## src/pip_pkg.sv

```systemverilog
// Shared types, widths and codes for the point-in-polygon test unit.
package pip_pkg;

   localparam int COORD_WIDTH     = 32;
   localparam int DIFF_WIDTH      = COORD_WIDTH + 1;
   localparam int PROD_WIDTH      = 2 * DIFF_WIDTH;
   localparam int QUEUE_DEPTH     = 4;
   localparam int QUEUE_PTR_WIDTH = $clog2(QUEUE_DEPTH);
   localparam int QUEUE_CNT_WIDTH = $clog2(QUEUE_DEPTH + 1);

   localparam logic [1:0] LOC_OUTSIDE  = 2'd0;
   localparam logic [1:0] LOC_BOUNDARY = 2'd1;
   localparam logic [1:0] LOC_INSIDE   = 2'd2;

   typedef logic signed [COORD_WIDTH-1:0] coord_type;
   typedef logic signed [DIFF_WIDTH-1:0]  diff_type;
   typedef logic signed [PROD_WIDTH-1:0]  prod_type;

   typedef struct packed {
      logic     fixed;
      logic     fixed_zero;
      diff_type d1;
      diff_type d2;
      diff_type d3;
      diff_type d4;
   } edge_type;

   typedef struct packed {
      logic     first;
      logic     last;
      edge_type edge_a;
      edge_type edge_b;
   } job_type;

   typedef struct packed {
      logic     fixed;
      logic     fixed_zero;
      prod_type p;
      prod_type q;
   } prod_pair_type;

   typedef struct packed {
      logic zero;
      logic neg;
   } sign_type;

   localparam sign_type SIGN_MINUS_ONE = '{zero: 1'b0, neg: 1'b1};
   localparam sign_type SIGN_PLUS_ONE  = '{zero: 1'b0, neg: 1'b0};
   localparam sign_type SIGN_ZERO      = '{zero: 1'b1, neg: 1'b0};

endpackage

```

## src/pip_front.sv

```systemverilog
// Front end: accepts vertices, holds the query state and prepares the edge tests.
module pip_front (
   input  logic                  clock,
   input  logic                  reset,
   input  logic                  req_valid,
   output logic                  req_stall,
   input  pip_pkg::coord_type    req_point_x,
   input  pip_pkg::coord_type    req_point_y,
   input  pip_pkg::coord_type    req_vertex_x,
   input  pip_pkg::coord_type    req_vertex_y,
   input  logic                  req_first_vertex,
   input  logic                  req_last_vertex,
   input  logic                  queue_full,
   output logic                  push,
   output pip_pkg::job_type      job
);

   pip_pkg::coord_type held_x_ff, held_x_in;
   pip_pkg::coord_type held_y_ff, held_y_in;
   pip_pkg::coord_type start_x_ff, start_x_in;
   pip_pkg::coord_type start_y_ff, start_y_in;
   pip_pkg::coord_type prev_x_ff, prev_x_in;
   pip_pkg::coord_type prev_y_ff, prev_y_in;
   pip_pkg::coord_type ax, ay, sx, sy;
   logic               accept;

   function automatic pip_pkg::edge_type edge_prep(
      input pip_pkg::coord_type px, input pip_pkg::coord_type py,
      input pip_pkg::coord_type bx, input pip_pkg::coord_type by,
      input pip_pkg::coord_type cx, input pip_pkg::coord_type cy);
      pip_pkg::edge_type  e;
      pip_pkg::coord_type lx, ly, hx, hy;
      logic               swap;
      swap = by > cy;
      lx   = swap ? cx : bx;
      ly   = swap ? cy : by;
      hx   = swap ? bx : cx;
      hy   = swap ? by : cy;
      e.d1 = pip_pkg::diff_type'(lx) - pip_pkg::diff_type'(px);
      e.d2 = pip_pkg::diff_type'(hy) - pip_pkg::diff_type'(py);
      e.d3 = pip_pkg::diff_type'(ly) - pip_pkg::diff_type'(py);
      e.d4 = pip_pkg::diff_type'(hx) - pip_pkg::diff_type'(px);
      if (py == by && py == cy) begin
         e.fixed      = 1'b1;
         e.fixed_zero = (bx <= px && px <= cx) || (cx <= px && px <= bx);
      end else if (py == by && px == bx) begin
         e.fixed      = 1'b1;
         e.fixed_zero = 1'b1;
      end else if (py <= ly || py > hy) begin
         e.fixed      = 1'b1;
         e.fixed_zero = 1'b0;
      end else begin
         e.fixed      = 1'b0;
         e.fixed_zero = 1'b0;
      end
      return e;
   endfunction

   assign req_stall = queue_full;
   assign accept    = req_valid && !queue_full;
   assign push      = accept;

   assign ax = req_first_vertex ? req_point_x : held_x_ff;
   assign ay = req_first_vertex ? req_point_y : held_y_ff;
   assign sx = req_first_vertex ? req_vertex_x : start_x_ff;
   assign sy = req_first_vertex ? req_vertex_y : start_y_ff;

   always_comb begin
      job.first  = req_first_vertex;
      job.last   = req_last_vertex;
      job.edge_a = edge_prep(ax, ay, prev_x_ff, prev_y_ff, req_vertex_x, req_vertex_y);
      job.edge_b = edge_prep(ax, ay, req_vertex_x, req_vertex_y, sx, sy);
   end

   always_comb begin
      held_x_in  = held_x_ff;
      held_y_in  = held_y_ff;
      start_x_in = start_x_ff;
      start_y_in = start_y_ff;
      prev_x_in  = prev_x_ff;
      prev_y_in  = prev_y_ff;
      if (accept) begin
         held_x_in  = ax;
         held_y_in  = ay;
         start_x_in = sx;
         start_y_in = sy;
         prev_x_in  = req_vertex_x;
         prev_y_in  = req_vertex_y;
      end
   end

   always_ff @(posedge clock) begin
      if (reset) begin
         held_x_ff  <= '0;
         held_y_ff  <= '0;
         start_x_ff <= '0;
         start_y_ff <= '0;
         prev_x_ff  <= '0;
         prev_y_ff  <= '0;
      end else begin
         held_x_ff  <= held_x_in;
         held_y_ff  <= held_y_in;
         start_x_ff <= start_x_in;
         start_y_ff <= start_y_in;
         prev_x_ff  <= prev_x_in;
         prev_y_ff  <= prev_y_in;
      end
   end

endmodule

```

## config.mk

```make
export PLATFORM = sky130hd
export DESIGN_NAME = pip_front
export DESIGN_NICKNAME = d
export VERILOG_FILES = /design/src/pip_pkg.sv /design/src/pip_front.sv
export SDC_FILE = /design/constraint.sdc
export NUM_CORES = 2
export LEC_CHECK = 0
export BUFFER_PORTS_ARGS = -buffer_cell sky130_fd_sc_hd__buf_4
export CAP_MARGIN = 20
export CORE_MARGIN = 2
export CORE_UTILIZATION = 40
export CTS_CLUSTER_DIAMETER = 100
export CTS_CLUSTER_SIZE = 8
export DETAILED_ROUTE_END_ITERATION = 8
export GPL_TIMING_DRIVEN = 0
export PLACE_DENSITY = 0.6
export SETUP_SLACK_MARGIN = 0.4
export SLEW_MARGIN = 25
export SYNTH_ARGS = -nofsm -noshare
export SYNTH_HDL_FRONTEND = slang
export SYNTH_SLANG_ARGS = --single-unit
```

## constraint.sdc

```tcl
create_clock -name clock -period 18.2 [get_ports clock]
set_input_delay 2.73 -clock clock [delete_from_list [all_inputs] [get_ports clock]]
set_output_delay 2.73 -clock clock [all_outputs]
set_load 0.02 [all_outputs]
```

-- After elaboration in Yosys (flattened, before gate mapping)
Cells that the tools add are included.
- register bits: 192
- input port bits: 134
- word-level logic and storage cells: 63
- add/sub/neg operators: 8
- magnitude comparators: 12
- equal/unequal tests: 5
- muxes and demuxes: 18
- reductions and logical operators: 14
- operators by type and width (cell ; number):
    2-to-1 mux 32 bit ; 12
    subtractor 32 x 32 -> 33 bit ; 8
    less-or-equal comparator 32 bit ; 8
    == test 32 bit ; 5
    greater-than comparator 32 bit ; 4
    2-to-1 mux 2 bit ; 6
    logical AND 1 bit ; 9
    logical OR 1 bit ; 4
    zero test 1 bit ; 1

-- Longest topological paths before layout
- word-level depth: 8
- depth in mapped cells: 32

-- Worst setup path after synthesis
OpenSTA, ideal clock, no wires.
- path kind: input -> output
- start: input port req_first_vertex
- end: output port job[30] (netlist name)
- data arrival time: 8.902 ns
- path slack: 6.568 ns
- stages: 31
- cell sequence: buf_2 buf_2 buf_2 clkbuf_1 buf_2 mux2i_1 ha_1 a21o_1 a21o_1 a21oi_1 o21a_1 o21ai_0 a21oi_1 nor2b_1 o21ai_0 a21oi_1 clkbuf_1 buf_1 mux2_2 ha_1 clkbuf_2 and4_1 and4_1 and4_1 o311ai_0 a311oi_1 a41o_1 nor3_1 o21bai_1 a21oi_1 xnor2_1
- RTL lines (item ; line ; source):
    from (decl) ; pip_front.sv:11 ; input logic req_first_vertex,
    to (decl) ; pip_front.sv:15 ; output pip_pkg::job_type job

==> flow_summary.toml <==
[cells_and_area]
stdcell_count = 5082
drive_gt1_frac = 0.1535
nNetsFinal = 4686
finalInstanceArea_sq_mm = 0.03316
syn2layout_area_growth_pct = 17.57
fin_util = 0.4744

[sta]
worstMarginPinSlew_ns = 1.111
setup_tns_ns = 0
fin_crit_ns = 14.84
slew_viol_final = 0
setup_viol = 0
fin_crit_sh = 0.8154
fmaxAchievable_mhz = 67.39
rsz0062_at_grt = "no"
skew_ns = 0
max_slew_margin = 0.2500
hold_ws_ns = 0.4732
finalHoldViolCount = 0

[logic_synthesis]
synth_edf_count = 0
ys_types = 76
syn-num-nets = 4263
syn_avg_cell_area_sq_um = 7.621
synthArstFlopShare = 0
synth.area.top_cells = "ha_1 19%, dfxtp_1 14%, xnor2_1 7.9%"
synth_seq_cells = 192
yosysWarnings = 0
synth_area_sq_mm = 0.02821
syn_inst = 3701
synth_area_leader_cell = "ha_1"
yosysSeqAreaShare = 0.1363
synth.top_cell.area_share = 0.1863
ys.flop_type = "dfxtp_1"

[floorplan]
core_sq_mm = 0.06991
die_area_sq_mm = 0.07265
chipWidth_um = 269.5
io_pins = 406
die-height_um = 269.5
row_count = 97
start_util = 0.4035

[routing]
viasPerCell = 5.786
antenna_left = 0
first_pass_iters = 6
wl_per_cell_um = 22.95
vias = 29400
drc = 0
drt_wl_total_mm = 116.6
drt_iter0_markers = 2389

[worst_setup_path]
crit_path_max_incr_delay_ns = 0.83
crit_path_frequent_cell = "a21oi_1"
crit_fanout = 10
crit_required_ns = 15.47
crit_path_start_kind = "primary input"
r2r_start = "held_y_ff[9]"
endpoint_kind = "output pin"
r2r_end = "held_y_ff[9]"
crit_path_start = "req_first_vertex"
critical_path.endpoint = "job[63]"
arrival_ns = 12.11
reg2regPathDepth = 2
cp_slowest_cell = "buf_1"
critPathKind = "primary input to output pin"
r2r_setup_slack_ns = 16.71

[global_route]
grt_pass1_vias = 27920
grt_pass1_wl_mm = 171.6
track_usage = 0.3080
antenna_found_initial = 5
grt_start_max_net_pins = 18
gr-total-overflow = 0

[placed_design]
io_buffers = 402
gp_congestion = 0.9826
postPlaceCellArea_sq_mm = 0.03254
dp_hpwl_mm = 96.59
dp.cells = 5045

[cts]
cts_num_sinks = 192
post_cts_buffers = 0
path_clk_slew_ns = 0.07
cts_max_level = 4
clock_latency_ns = 0.50
cts_tree = "yes"
hold_buffers = 0
clock_path_buffers = 2
cts_buffers = 17
cts_resized = 0
clockRootBuffer = "clkbuf_16"

[power_and_ir_drop]
power.leakage_nw = 15.32
irDropWorstVdd_uv = 96.39
cellPowerDensity_mw_per_mm2 = 100.7

[flow_run]
maxCapViolCount = 0

[min_path]
hold_class = "register to register"
hp-start = "prev_x_ff[29]"

[run_status]
outcome = "finished clean"
[placed cells by master, fill, tap and decap left out, types with 15 or more instances in the layout]
cell       count
ha_1         420
buf_4        407
nand2_1      323
a21oi_1      320
nor2_1       317
xnor2_1      255
o21ai_0      223
inv_1        211
dfxtp_1      192
a21o_1       174
mux2i_1      135
mux2_2       128
a211oi_1     124
clkbuf_1     104
xor2_1        76
nand4_1       73
nor3_1        65
o21a_1        50
nand3_1       49
nor2b_1       45
nand2b_1      41
o21bai_1      38
nor4_1        37
mux2i_2       30
and3_1        26
a31oi_1       20
buf_1         18
o211ai_1      17
clkbuf_16     17
buf_2         15
[area by class of cell]
class,count,area [sq um]
Fill cell,7249,36750
Multi-Input combinational cell,3156,23160
Sequential cell,192,3844
Timing Repair Buffer,404,3033
Tap cell,940,1176
Inverter,212,795.8
Buffer,141,561.8
Clock buffer,20,456.7
Clock inverter,12,125.1
Antenna cell,5,12.51
[routing by layer]
metal | track usage | routed length, um
met3 | 0.03758 | 7271
met5 | 0 | 0
met4 | 0.1414 | 5556
met2 | 0.5243 | 54600
met1 | 0.3870 | 49220
[cells in the mapped netlist, types with 10 or more instances]
master / instances
o21a_1: 50
nor4_1: 38
ha_1: 420
a21oi_1: 320
and4_1: 10
nor2b_1: 45
and3_1: 26
o211ai_1: 17
nand2b_1: 41
a31oi_1: 20
mux2_2: 128
nand3_1: 49
nor2_1: 317
nor3_1: 65
nand4_1: 73
xor2_1: 76
a21boi_0: 12
o21bai_1: 38
a21o_1: 174
o21ai_0: 223
buf_2: 15
clkbuf_1: 104
xnor2_1: 255
mux2i_1: 167
nand2_1: 323
or3_1: 12
buf_1: 18
o31ai_1: 10
dfxtp_1: 192
inv_1: 211
a211oi_1: 124
[state kept, by name, indices dropped and copies added (netlist names)]
name,flops
held_x_ff,32
held_y_ff,32
prev_x_ff,32
prev_y_ff,32
start_x_ff,32
start_y_ff,32
[cell families after synthesis]
logic type	count (synthesis)	share of synthesized area
AO/OA/AOI/OAI	1081	0.2444
AND/OR/NAND/NOR	1021	0.1661
adder cells (fa/ha/maj)	428	0.1920
buffers and inverters	353	0.04809
XOR/XNOR	331	0.1028
multiplexers	295	0.1104
flip-flops	192	0.1363
[stage by stage]
step / power, mW / setup WS, ns
final: 3.339 / 3.360
after global routing: 3.536 / 3.083
after CTS: 3.331 / 3.653
after detailed placement: 2.927 / 3.691
after global placement: 2.919 / 2.856
after floorplan: 2.032 / 6.569
[worst max-delay path, delay by kind of cell]
kind,cells,cell delay [ns]
buffers and inverters,9,3.90
XOR/XNOR,1,0.13
AO/OA/AOI/OAI,13,2.89
AND/OR/NAND/NOR,5,0.85
multiplexers,2,0.72
adder cells (fa/ha/maj),3,0.85
[how the worst min path moves through the flow]
stage / to / slack, ns / cells after the start
6_report: prev_x_ff[29] / 0.47 / 2
5_1_grt: prev_x_ff[19] / 0.49 / 2
4_1_cts: prev_x_ff[29] / 0.47 / 2
3_5_place_dp: prev_x_ff[29] / 0.46 / 2
3_3_place_gp: prev_x_ff[12] / 0.46 / 2
2_1_floorplan: prev_x_ff[10] / 0.45 / 2
[report_power, final]
group | internal [mW] | switching [mW]
clock | 0.199 | 0.200
sequential | 0.445 | 0.0205
combinational | 0.996 | 1.48
total | 1.64 | 1.70
Note: power is estimated with default switching activity, not from simulation.
