File: src/pip_pkg.sv
// Shared types, widths and codes for the point-in-polygon test unit.
package pip_pkg;

   localparam int COORD_WIDTH     = 32;
   localparam int DIFF_WIDTH      = COORD_WIDTH + 1;
   localparam int PROD_WIDTH      = 2 * DIFF_WIDTH;
   localparam int QUEUE_DEPTH     = 4;
   localparam int QUEUE_PTR_WIDTH = $clog2(QUEUE_DEPTH);
   localparam int QUEUE_CNT_WIDTH = $clog2(QUEUE_DEPTH + 1);

   localparam logic [1:0] LOC_OUTSIDE  = 2'd0;
   localparam logic [1:0] LOC_BOUNDARY = 2'd1;
   localparam logic [1:0] LOC_INSIDE   = 2'd2;

   typedef logic signed [COORD_WIDTH-1:0] coord_type;
   typedef logic signed [DIFF_WIDTH-1:0]  diff_type;
   typedef logic signed [PROD_WIDTH-1:0]  prod_type;

   typedef struct packed {
      logic     fixed;
      logic     fixed_zero;
      diff_type d1;
      diff_type d2;
      diff_type d3;
      diff_type d4;
   } edge_type;

   typedef struct packed {
      logic     first;
      logic     last;
      edge_type edge_a;
      edge_type edge_b;
   } job_type;

   typedef struct packed {
      logic     fixed;
      logic     fixed_zero;
      prod_type p;
      prod_type q;
   } prod_pair_type;

   typedef struct packed {
      logic zero;
      logic neg;
   } sign_type;

   localparam sign_type SIGN_MINUS_ONE = '{zero: 1'b0, neg: 1'b1};
   localparam sign_type SIGN_PLUS_ONE  = '{zero: 1'b0, neg: 1'b0};
   localparam sign_type SIGN_ZERO      = '{zero: 1'b1, neg: 1'b0};

endpackage

File: src/pip_queue.sv
// Short queue of prepared edge tests between the front end and the back end.
module pip_queue (
   input  logic             clock,
   input  logic             reset,
   input  logic             push,
   input  pip_pkg::job_type push_job,
   input  logic             pop,
   output logic             not_empty,
   output logic             full,
   output pip_pkg::job_type head_job
);

   pip_pkg::job_type                          slot_ff [pip_pkg::QUEUE_DEPTH];
   logic [pip_pkg::QUEUE_PTR_WIDTH-1:0]       wr_ptr_ff, wr_ptr_in;
   logic [pip_pkg::QUEUE_PTR_WIDTH-1:0]       rd_ptr_ff, rd_ptr_in;
   logic [pip_pkg::QUEUE_CNT_WIDTH-1:0]       count_ff, count_in;

   assign not_empty = count_ff != '0;
   assign full      = count_ff == pip_pkg::QUEUE_CNT_WIDTH'(pip_pkg::QUEUE_DEPTH);
   assign head_job  = slot_ff[rd_ptr_ff];

   always_comb begin
      wr_ptr_in = push ? wr_ptr_ff + 1'b1 : wr_ptr_ff;
      rd_ptr_in = pop ? rd_ptr_ff + 1'b1 : rd_ptr_ff;
      count_in  = count_ff;
      if (push && !pop) begin
         count_in = count_ff + 1'b1;
      end else if (pop && !push) begin
         count_in = count_ff - 1'b1;
      end
   end

   always_ff @(posedge clock) begin
      if (reset) begin
         wr_ptr_ff <= '0;
         rd_ptr_ff <= '0;
         count_ff  <= '0;
      end else begin
         wr_ptr_ff <= wr_ptr_in;
         rd_ptr_ff <= rd_ptr_in;
         count_ff  <= count_in;
      end
   end

   always_ff @(posedge clock) begin
      if (push) begin
         slot_ff[wr_ptr_ff] <= push_job;
      end
   end

endmodule

File: config.mk
export PLATFORM = sky130hd
export DESIGN_NAME = pip_queue
export DESIGN_NICKNAME = d
export VERILOG_FILES = /design/src/pip_pkg.sv /design/src/pip_queue.sv
export SDC_FILE = /design/constraint.sdc
export NUM_CORES = 1
export LEC_CHECK = 0
export ABC_AREA = 1
export BUFFER_PORTS_ARGS = -buffer_cell sky130_fd_sc_hd__buf_2
export CAP_MARGIN = 40
export CELL_PAD_IN_SITES_DETAIL_PLACEMENT = 1
export CELL_PAD_IN_SITES_GLOBAL_PLACEMENT = 1
export CORE_ASPECT_RATIO = 1.25
export CORE_MARGIN = 2
export CORE_UTILIZATION = 48
export CTS_CLUSTER_DIAMETER = 150
export DETAILED_ROUTE_END_ITERATION = 10
export PLACE_DENSITY = 0.92
export SLEW_MARGIN = 20
export SYNTH_ARGS = -nofsm -noshare
export SYNTH_HDL_FRONTEND = slang
export SYNTH_SLANG_ARGS = --single-unit
export TNS_END_PERCENT = 10
File: constraint.sdc
create_clock -name clock -period 9 [get_ports clock]
set_input_delay 1.35 -clock clock [delete_from_list [all_inputs] [get_ports clock]]
set_output_delay 1.35 -clock clock [all_outputs]
set_load 0.01 [all_outputs]
# --- Yosys cells after proc, flatten, opt, wreduce, memory -nomap -nowiden ---
# Memories as Yosys holds them, arrays and structs flattened. A register that Yosys moved wholly into a read port is not among the register bits.
# Index checks and enable logic that the tools add are counted.
word_totals:
  register_bits: 7
  ramBits: 1080
  in_bits: 274
  out_inout_bits: 272
  n_memories: 1
memory_table:
  columns: ["memory", "words", "width", "rd", "rd_clocked_by_memory_dff", "wr", "line", "rtl"]
  rows:
  - ["slot_ff", 4, 270, 1, 1, 1, "pip_queue.sv:13", "pip_pkg::job_type slot_ff [pip_pkg::QUEUE_DEPTH];"]
op_classes:
  addsub: 4
  eq_ne: 1
  mux: 6
  n_reduce_logical: 6
op_table:
  columns: ["operator", "count"]
  rows:
  - ["3-bit two-way mux", 2]
  - ["2-bit by 1-bit adder with 2-bit output (second input constant)", 2]
  - ["2-bit two-way mux", 2]
  - ["3-bit by 1-bit adder with 3-bit output (second input constant)", 1]
  - ["3-bit equality test (second input constant)", 1]
  - ["3-bit nonzero test", 1]
  - ["3-bit by 1-bit subtractor with 3-bit output (second input constant)", 1]
  - ["1-bit logical AND", 2]
  - ["1-bit logical NOT", 2]
  - ["1-bit two-way mux", 2]
  - ["2-bit nonzero test", 1]

# --- Longest topological paths before layout ---
# Gate-level depths: netlist of run 1.
depth:
  word_depth: 4
  ltp_mapped: 10
  mapped_depth_nobuf: 10

# --- Least setup slack after synthesis of run 1 ---
# Ideal clock, no wire load.
synth_path:
  kind: "input-to-reg"
  startpoint: "input push"
  endpoint: "memory slot_ff[2][0] (netlist name) (enable)"
  setup_ps: 620
  arrival_time_ps: 6559
  required_ps: 8380
  setup_slack_ps: 1821
  path_stages: 2
  n_path_buf: 0
  cell_sequence: "nand2_1 > inv_1"
synth_between:
  elab_chain_cells: 2
synth_lines:
  columns: ["item", "line", "rtl"]
  rows:
  - ["from (decl)", "pip_queue.sv:5", "input logic push,"]
  - ["1-bit two-way mux", "pip_queue.sv:46", "if (push) begin"]
  - ["1-bit two-way mux (implied by the code)", "pip_queue.sv:47", "slot_ff[wr_ptr_ff] <= push_job;"]
  - ["to (decl)", "pip_queue.sv:13", null]
# Every way passes these cells.

==> results of run 1 <==
==> registers in the layout, summed over array words and instances, names as in the netlist, named ones only <==
| signal | count |
|---|---|
| slot_ff | 1080 |
| rd_ptr_ff | 2 |
| count_ff | 3 |
| wr_ptr_ff | 2 |
==> routing by layer <==
metal / wire length (um) / track usage [%]
met1: 41100 / 29.3
met2: 61600 / 46.6
met3: 7770 / 5.85
met4: 6330 / 14.1
met5: 169 / 0
==> layout by cell type, fill, tap and decap left out, drive strengths merged, types with 3 or more instances in the layout <==
master and count:
clkbuf 132, a21oi 3, dfxtp 9, nor2 547, clkinv 39, buf 573, diode 38, o22ai 270
ha 5, clkinvlp 4, o21ai 545, bufinv 4, nand2 10, inv 23, edfxtp 1080
==> stage by stage <==
step | power, mW | util, % | hold WS [ns]
floorplan | 6.56 | - | 0.412
global placement | 6.92 | 52.1 | 0.415
detailed placement | 7.03 | 52.3 | 0.454
CTS | 11.1 | 56.1 | 0.489
global route | 11.4 | 56.2 | 0.525
finish | 11.1 | 56.2 | 0.497
==> power by group through the flow <==
stage                     clock network [mW]  logic, mW  registers, mW
after floorplan                            0      0.560           6.00
after global placement                     0      0.960           5.96
after global routing                    4.38       1.14           5.89
after detailed placement                   0       1.05           5.98
final                                   4.14       1.06           5.88
after CTS                               4.20       1.06           5.88
==> kinds of logic (layout without fill, tap and decap cells) <==
family	after synthesis	in the layout	synth area share, %
flops	1089	1089	80.6
fa+ha+maj	6	6	0.204
compound gates	818	818	11.0
simple gates	560	560	5.21
other cells	0	38	0
buf+inv	195	775	3.04
xor+xnor	1	1	0.0216
==> worst min-delay path by stage <==
| stage | from | end | cells after the start |
|---|---|---|---|
| 2_1_floorplan | rd_ptr_ff[1] | flip-flop | 1 |
| 3_3_place_gp | rd_ptr_ff[1] | flip-flop | 1 |
| 3_5_place_dp | rd_ptr_ff[1] | flip-flop | 1 |
| 4_1_cts | rd_ptr_ff[1] | flip-flop | 1 |
| 5_1_grt | rd_ptr_ff[1] | flip-flop | 1 |
| 6_report | rd_ptr_ff[1] | flip-flop | 1 |
==> critical path: stages, from the launching register on <==
cell     delay, ns
dfxtp_4       0.63
buf_12        0.47
buf_4         0.76
o21ai_0       0.24
o22ai_1       0.30
buf_2         0.19
==> cell type report <==
cell class                      instances  area (um^2)  share of cell area, %
Sequential cell                      1089        32600                   69.2
Multi-Input combinational cell       1385         6630                   14.1
Timing Repair Buffer                  573         3140                   6.67
Clock buffer                          132         2720                   5.76
Tap cell                             1089         1360                   2.89
Clock inverter                         53          463                  0.982
Inverter                               17          118                  0.249
Antenna cell                           38         95.1                  0.202
==> reports/summary.txt, run 1 <==
sequential fraction of the synthesis area = 80.6%
final cell count without fillers = 4376
Final min period = 5.07 ns
Clk pwr share = 37.4%
# IOs = 546
Setup violations, final = 0
Post-synth EDFFs = 1080
row count = 119
TNS Setup = 0 ns
final worst path period share = 56.4%
R2R Setup Slk = 6.25 ns
initial antenna violation count = 48
clk slew on worst S/H paths = 0.07 ns
Tightest Pin Transition = 1.13 ns
vias in the first global route = 27.6k
yosys warns = 0
post-CTS resize count = 0
critical path class = reg2out
full die area = 86700 um^2
Total Nets Final = 3450
Num CTS Buffers = 104
synth unique cells = 22
r2r startpoint = wr_ptr_ff[0]
routability cong. = 0.790
P_int = 8.38 mW
count leader, synth = edfxtp_1
Gate power share = 9.6%
Die Y = 329 um
fmax = 0.197 GHz
syn_area_per_cell = 15.2 um^2
Crit. End Element = primary output
Yosys reg bits = 1089
Final Hold Fails = 0
Slew Viols, Final = 0
dominant synthesized flop cell = edfxtp_1
TritonCTS clock tree = done
Starting DRT DRC Count = 2188
relative slew slack = 24.4%
Routed WL = 117000 um
largest net degree at the start of global routing = 210
leakage = 16.2 nW
drc violations = 0
VDD IR-drop max = 0.207 mV
HP Class = reg2reg
Clock Sinks = 1089
Sw Ratio = 24.4%
total of max-cap violations = 0
GRT Residual Overflow = 0
Gate Count Post-Synth = 2669
final setup skew = 0.0277 ns
Net Switching = 2.71 mW
P per Cell Area = 235 nW/um^2
hold buffers post-CTS = 0
Synth area leaders = edfxtp_1 (80%), o21ai_0 (5.5%), nor2_1 (5.1%)
core footprint = 83800 um^2
H-tree levels = 3
Synth top area share = 80.1%
Port Buffers = 545
Syn Nets = 2949
clk_lat worst skew = 0.67 ns
dpl hpwl = 69400 um
worst r2r path cells = 5
Area growth syn-to-layout = 16.5%
crit path DAT = 3.72 ns
DRT Pass-1 Iters = 6
Final Instance Area = 47100 um^2
Die Wd = 264 um
Worst Setup EP = head_job[164]
Netlist Area Pre-Place = 40500 um^2
share of synthesized flip-flops with an asynchronous set or reset = 0%
area leader, netlist = edfxtp_1
Placed Area = 43900 um^2
WP data required = 7.65 ns
Initial Utilization = 48.3%
total track usage = 26.2%
Final ANT Viol Nets = 0
RR Endpoint = slot_ff[2][217]
Avg WL per Cell = 26.7 um
postcts setup bufs = 0
Setup WS post-layout = 3.93 ns
first-pass GRT wire length = 171000 um
Commonest cells post-synth = edfxtp_1 (1080), nor2_1 (547), o21ai_0 (443), o22ai_1 (270), o21ai_1 (102)
fraction of layout cells with a size suffix above 1 = 22.1%
Seq pwr share = 53.0%
CP Launch Type = flip-flop
Fill cells = 8061
Place WS = 4.59 ns
RSZ-0062 raised after global routing = false
DR vias = 25.7k
CTS root buffer = clkbuf_16
Vias/cell = 5.86
clk buf depth = 3
Critical Path Fanout Max = 198
outcome = completed
dpl cells = 4153
Note: power is estimated with default switching activity, not from simulation.
==> inputs of run 2 (changes only) <==
Settings changed: ABC_AREA 1 to 0, CORE_UTILIZATION 48 to 50, PLACE_DENSITY 0.92 to 0.9.
Clock period 9 ns to 5 ns, I/O delays scaled along.
==> run 2 against run 1 <==
Hold slack lost 0.20 ns. Area after synthesis shrank 2.7%. Setup slack lost 2.5 ns. Wire length shrank 15%. Sequential cell count is the same. Sequential share of layout area is essentially flat. Largest power group unchanged.
==> reports/summary.txt, run 2 <==
Synth top area share = 82.4% (was 80.1%)
Starting DRT DRC Count = 1600 (was 2188)
VDD IR-drop max = 0.371 mV (was 0.207 mV)
critical path class = reg2out (unchanged)
R2R Setup Slk = 2.80 ns (was 6.25 ns)
fmax = 0.281 GHz
total track usage = 24.5% (was 26.2%)
Largest regs = slot_ff (1080), count_ff (3) (unchanged)
postcts setup bufs = 0 (unchanged)
r2r startpoint = wr_ptr_ff[0] (unchanged)
fraction of layout cells with a size suffix above 1 = 46.9% (was 22.1%)
P per Cell Area = 442 nW/um^2 (was 235 nW/um^2)
clk slew on worst S/H paths = 0.06 ns (was 0.07 ns)
yosys warns = 0 (unchanged)
dpl hpwl = 61600 um (was 69400 um)
outcome = completed (unchanged)
worst r2r path cells = 4 (was 5)
Sw Ratio = 22.4% (was 24.4%)
Final ANT Viol Nets = 0 (unchanged)
Die Y = 318 um (was 329 um)
Port Buffers = 545 (unchanged)
commonest non-fill, non-tap cells in the layout = edfxtp_1 (1080), buf_2 (545), mux4_2 (270) (was edfxtp_1 (1080), nor2_1 (547), buf_2 (545))
drc violations = 0 (unchanged)
DRT Pass-1 Iters = 4 (was 6)
crit path DAT = 2.81 ns (was 3.72 ns)
Yosys reg bits = 1089 (unchanged)
Clock Sinks = 1089 (unchanged)
largest net degree at the start of global routing = 92 (was 210)
register area = 32600 um^2 (unchanged)
Fill cells = 6511 (was 8061)
Multi-input gate area = 6320 um^2 (was 6630 um^2)
RR Endpoint = slot_ff[1][194] (was slot_ff[2][217])
core footprint = 78400 um^2 (was 83800 um^2)
sequential fraction of the synthesis area = 82.8% (was 80.6%)
crit-path most repeated cell = buf_12
CP Launch Type = flip-flop (unchanged)
Seq pwr share = 51.2% (was 53.0%)
Worst Setup EP = head_job[173] (was head_job[164])
HP Start = push_job[81] (was rd_ptr_ff[1])
max incr delay on CP = 0.62 ns (was 0.76 ns)
leakage = 15.8 nW (was 16.2 nW)
Gate power share = 9.6% (about the same)
initial antenna violation count = 33 (was 48)
CTS root buffer = clkbuf_16 (unchanged)
GRT Residual Overflow = 0 (unchanged)
TritonCTS clock tree = done (unchanged)
post-CTS resize count = 0 (unchanged)
Critical Path Fanout Max = 53 (was 198)
Placed Area = 43500 um^2 (was 43900 um^2)
count leader, synth = edfxtp_1 (unchanged)
Tightest Pin Transition = 0.815 ns (was 1.13 ns)
Final min period = 3.56 ns
share of synthesized flip-flops with an asynchronous set or reset = 0% (unchanged)
commonest non-fill, non-tap cell in the layout = edfxtp_1 (unchanged)
HP Class = in2reg (was reg2reg)
Area growth syn-to-layout = 19.8% (was 16.5%)
clk buf depth = 3 (unchanged)
Clk pwr share = 39.2% (was 37.4%)
full die area = 81000 um^2 (was 86700 um^2)
dominant synthesized flop cell = edfxtp_1 (unchanged)
RSZ-0062 raised after global routing = false (unchanged)
Biggest register = slot_ff (unchanged)
P_int = 16.2 mW (was 8.38 mW)
Net Switching = 4.66 mW (was 2.71 mW)
H-tree levels = 3 (unchanged)
# IOs = 546 (unchanged)
final worst path period share = 71.3%
Post-synth EDFFs = 1080 (unchanged)
Commonest cells post-synth = edfxtp_1 (1080), mux4_2 (270), buf_2 (30), buf_6 (23), dfxtp_1 (9) (was edfxtp_1 (1080), nor2_1 (547), o21ai_0 (443), o22ai_1 (270), o21ai_1 (102))
Final Instance Area = 47200 um^2 (was 47100 um^2)
Total Nets Final = 2364 (was 3450)
Num CTS Buffers = 102 (was 104)
Syn Nets = 1734 (was 2949)
Slew Viols, Final = 0 (unchanged)
hold buffers post-CTS = 0 (unchanged)
Critical-path top delay cell = dfxtp_4 (was buf_4)
vias in the first global route = 20.7k (was 27.6k)
Netlist Area Pre-Place = 39400 um^2 (was 40500 um^2)
Finished Core Util = 60.1% (was 56.2%)
Setup violations, final = 0 (unchanged)
Vias/cell = 5.71 (was 5.86)
DR vias = 18.5k (was 25.7k)
CP Cell Sequence = buf_12, buf_12, mux4_2, buf_2 (was buf_12, buf_4, o21ai_0, o22ai_1, buf_2)
final setup skew = 0.0245 ns (was 0.0277 ns)
relative slew slack = 45.6% (was 24.4%)
total of max-cap violations = 0 (unchanged)
synth unique cells = 20 (was 22)
Initial Utilization = 50.2% (was 48.3%)
first-pass GRT wire length = 143000 um (was 171000 um)
syn_area_per_cell = 27.1 um^2 (was 15.2 um^2)
Final Hold Fails = 0 (unchanged)
row count = 115 (was 119)
WP data required = 4.25 ns (was 7.65 ns)
Crit. End Element = primary output (unchanged)
Routed WL = 99000 um (was 117000 um)
Gate Count Post-Synth = 1454 (was 2669)
max reg flops = 1080 (unchanged)
Die Wd = 255 um (was 264 um)
Avg WL per Cell = 30.5 um (was 26.7 um)
Synth area leaders = edfxtp_1 (82%), mux4_2 (15%), buf_6 (0.66%) (was edfxtp_1 (80%), o21ai_0 (5.5%), nor2_1 (5.1%))
clk_lat worst skew = 0.67 ns (about the same)
routability cong. = 0.768 (was 0.790)
area leader, netlist = edfxtp_1 (unchanged)
[run 2: cell count changes after synthesis, sizes merged, moves of 4 or more]
cell / delta
inv: -12
and2: +4
o21ai: -544
mux4: +270
o22ai: -270
nand2: -9
nor2: -540
buf: -32
clkbuf: -85
[run 2: worst min-delay path by stage]
stage / slack [ns] / endpoint / cells after the start
floorplan: 0.46 / count_ff[2] / 2
global placement: 0.47 / count_ff[2] / 2
detailed placement: 0.52 / count_ff[2] / 2
CTS: 0.25 / slot_ff[3][71] / 1
global route: 0.26 / slot_ff[0][171] / 1
finish: 0.29 / slot_ff[2][81] / 1
[run 2: through the flow]
stage / setup TNS, ns / setup WS [ns] / instances / power, mW / hold WS, ns
2_1_floorplan: -2034.74 / -2.51 / 1454 / 12.0 / 0.461
3_3_place_gp: 0 / 1.93 / 3029 / 12.7 / 0.475
3_5_place_dp: 0 / 1.91 / 3030 / 12.8 / 0.523
4_1_cts: 0 / 1.18 / 3215 / 21.0 / 0.250
5_1_grt: 0 / 1.25 / 3240 / 21.4 / 0.263
6_report: 0 / 1.44 / 3243 / 20.8 / 0.294
[run 2: final cells by class]
type,count,share of cell area [%]
sequential,1089,69.2
tap,1053,2.79
clock inverter,58,1.74
clock buffer,127,5.77
timing repair buffer,587,6.96
antenna,25,0.133
multi-input combinational,300,13.4
inverter,4,0.0318
[run 2: critical path: cells and delay by family, from the launching register on]
kind | cells | cell delay [ns]
muxes | 1 | 0.62
DFF | 1 | 0.62
buffers and inverters | 3 | 0.83
[run 2: kinds of logic after synthesis]
family                   Yosys count  synth area share, %
flip-flops                      1089                 82.8
buffers and inverters             65                 1.15
AO/OA/AOI/OAI                      2               0.0254
XOR/XNOR                           5                0.111
adder cells (fa/ha/maj)            6                0.210
multiplexers                     272                 15.5
AND/OR/NAND/NOR                   15                0.191
[run 2: power groups by stage]
stage               clock [mW]  sequential (mW)  combinational (mW)
floorplan                    0             10.8                1.13
global placement             0             10.8                1.88
detailed placement           0             10.8                1.98
CTS                       8.29             10.7                2.02
global route              8.59             10.7                2.13
finish                    8.17             10.7                2.00
[run 2: routing by layer]
metal | global-route usage (%) | up-vias | wire length (um)
li1 | - | 7615 | -
met1 | 28.2 | 9825 | 34200
met2 | 43.5 | 876 | 54000
met3 | 6.07 | 178 | 7620
met4 | 9.67 | 18 | 3060
met5 | 0 | - | 126
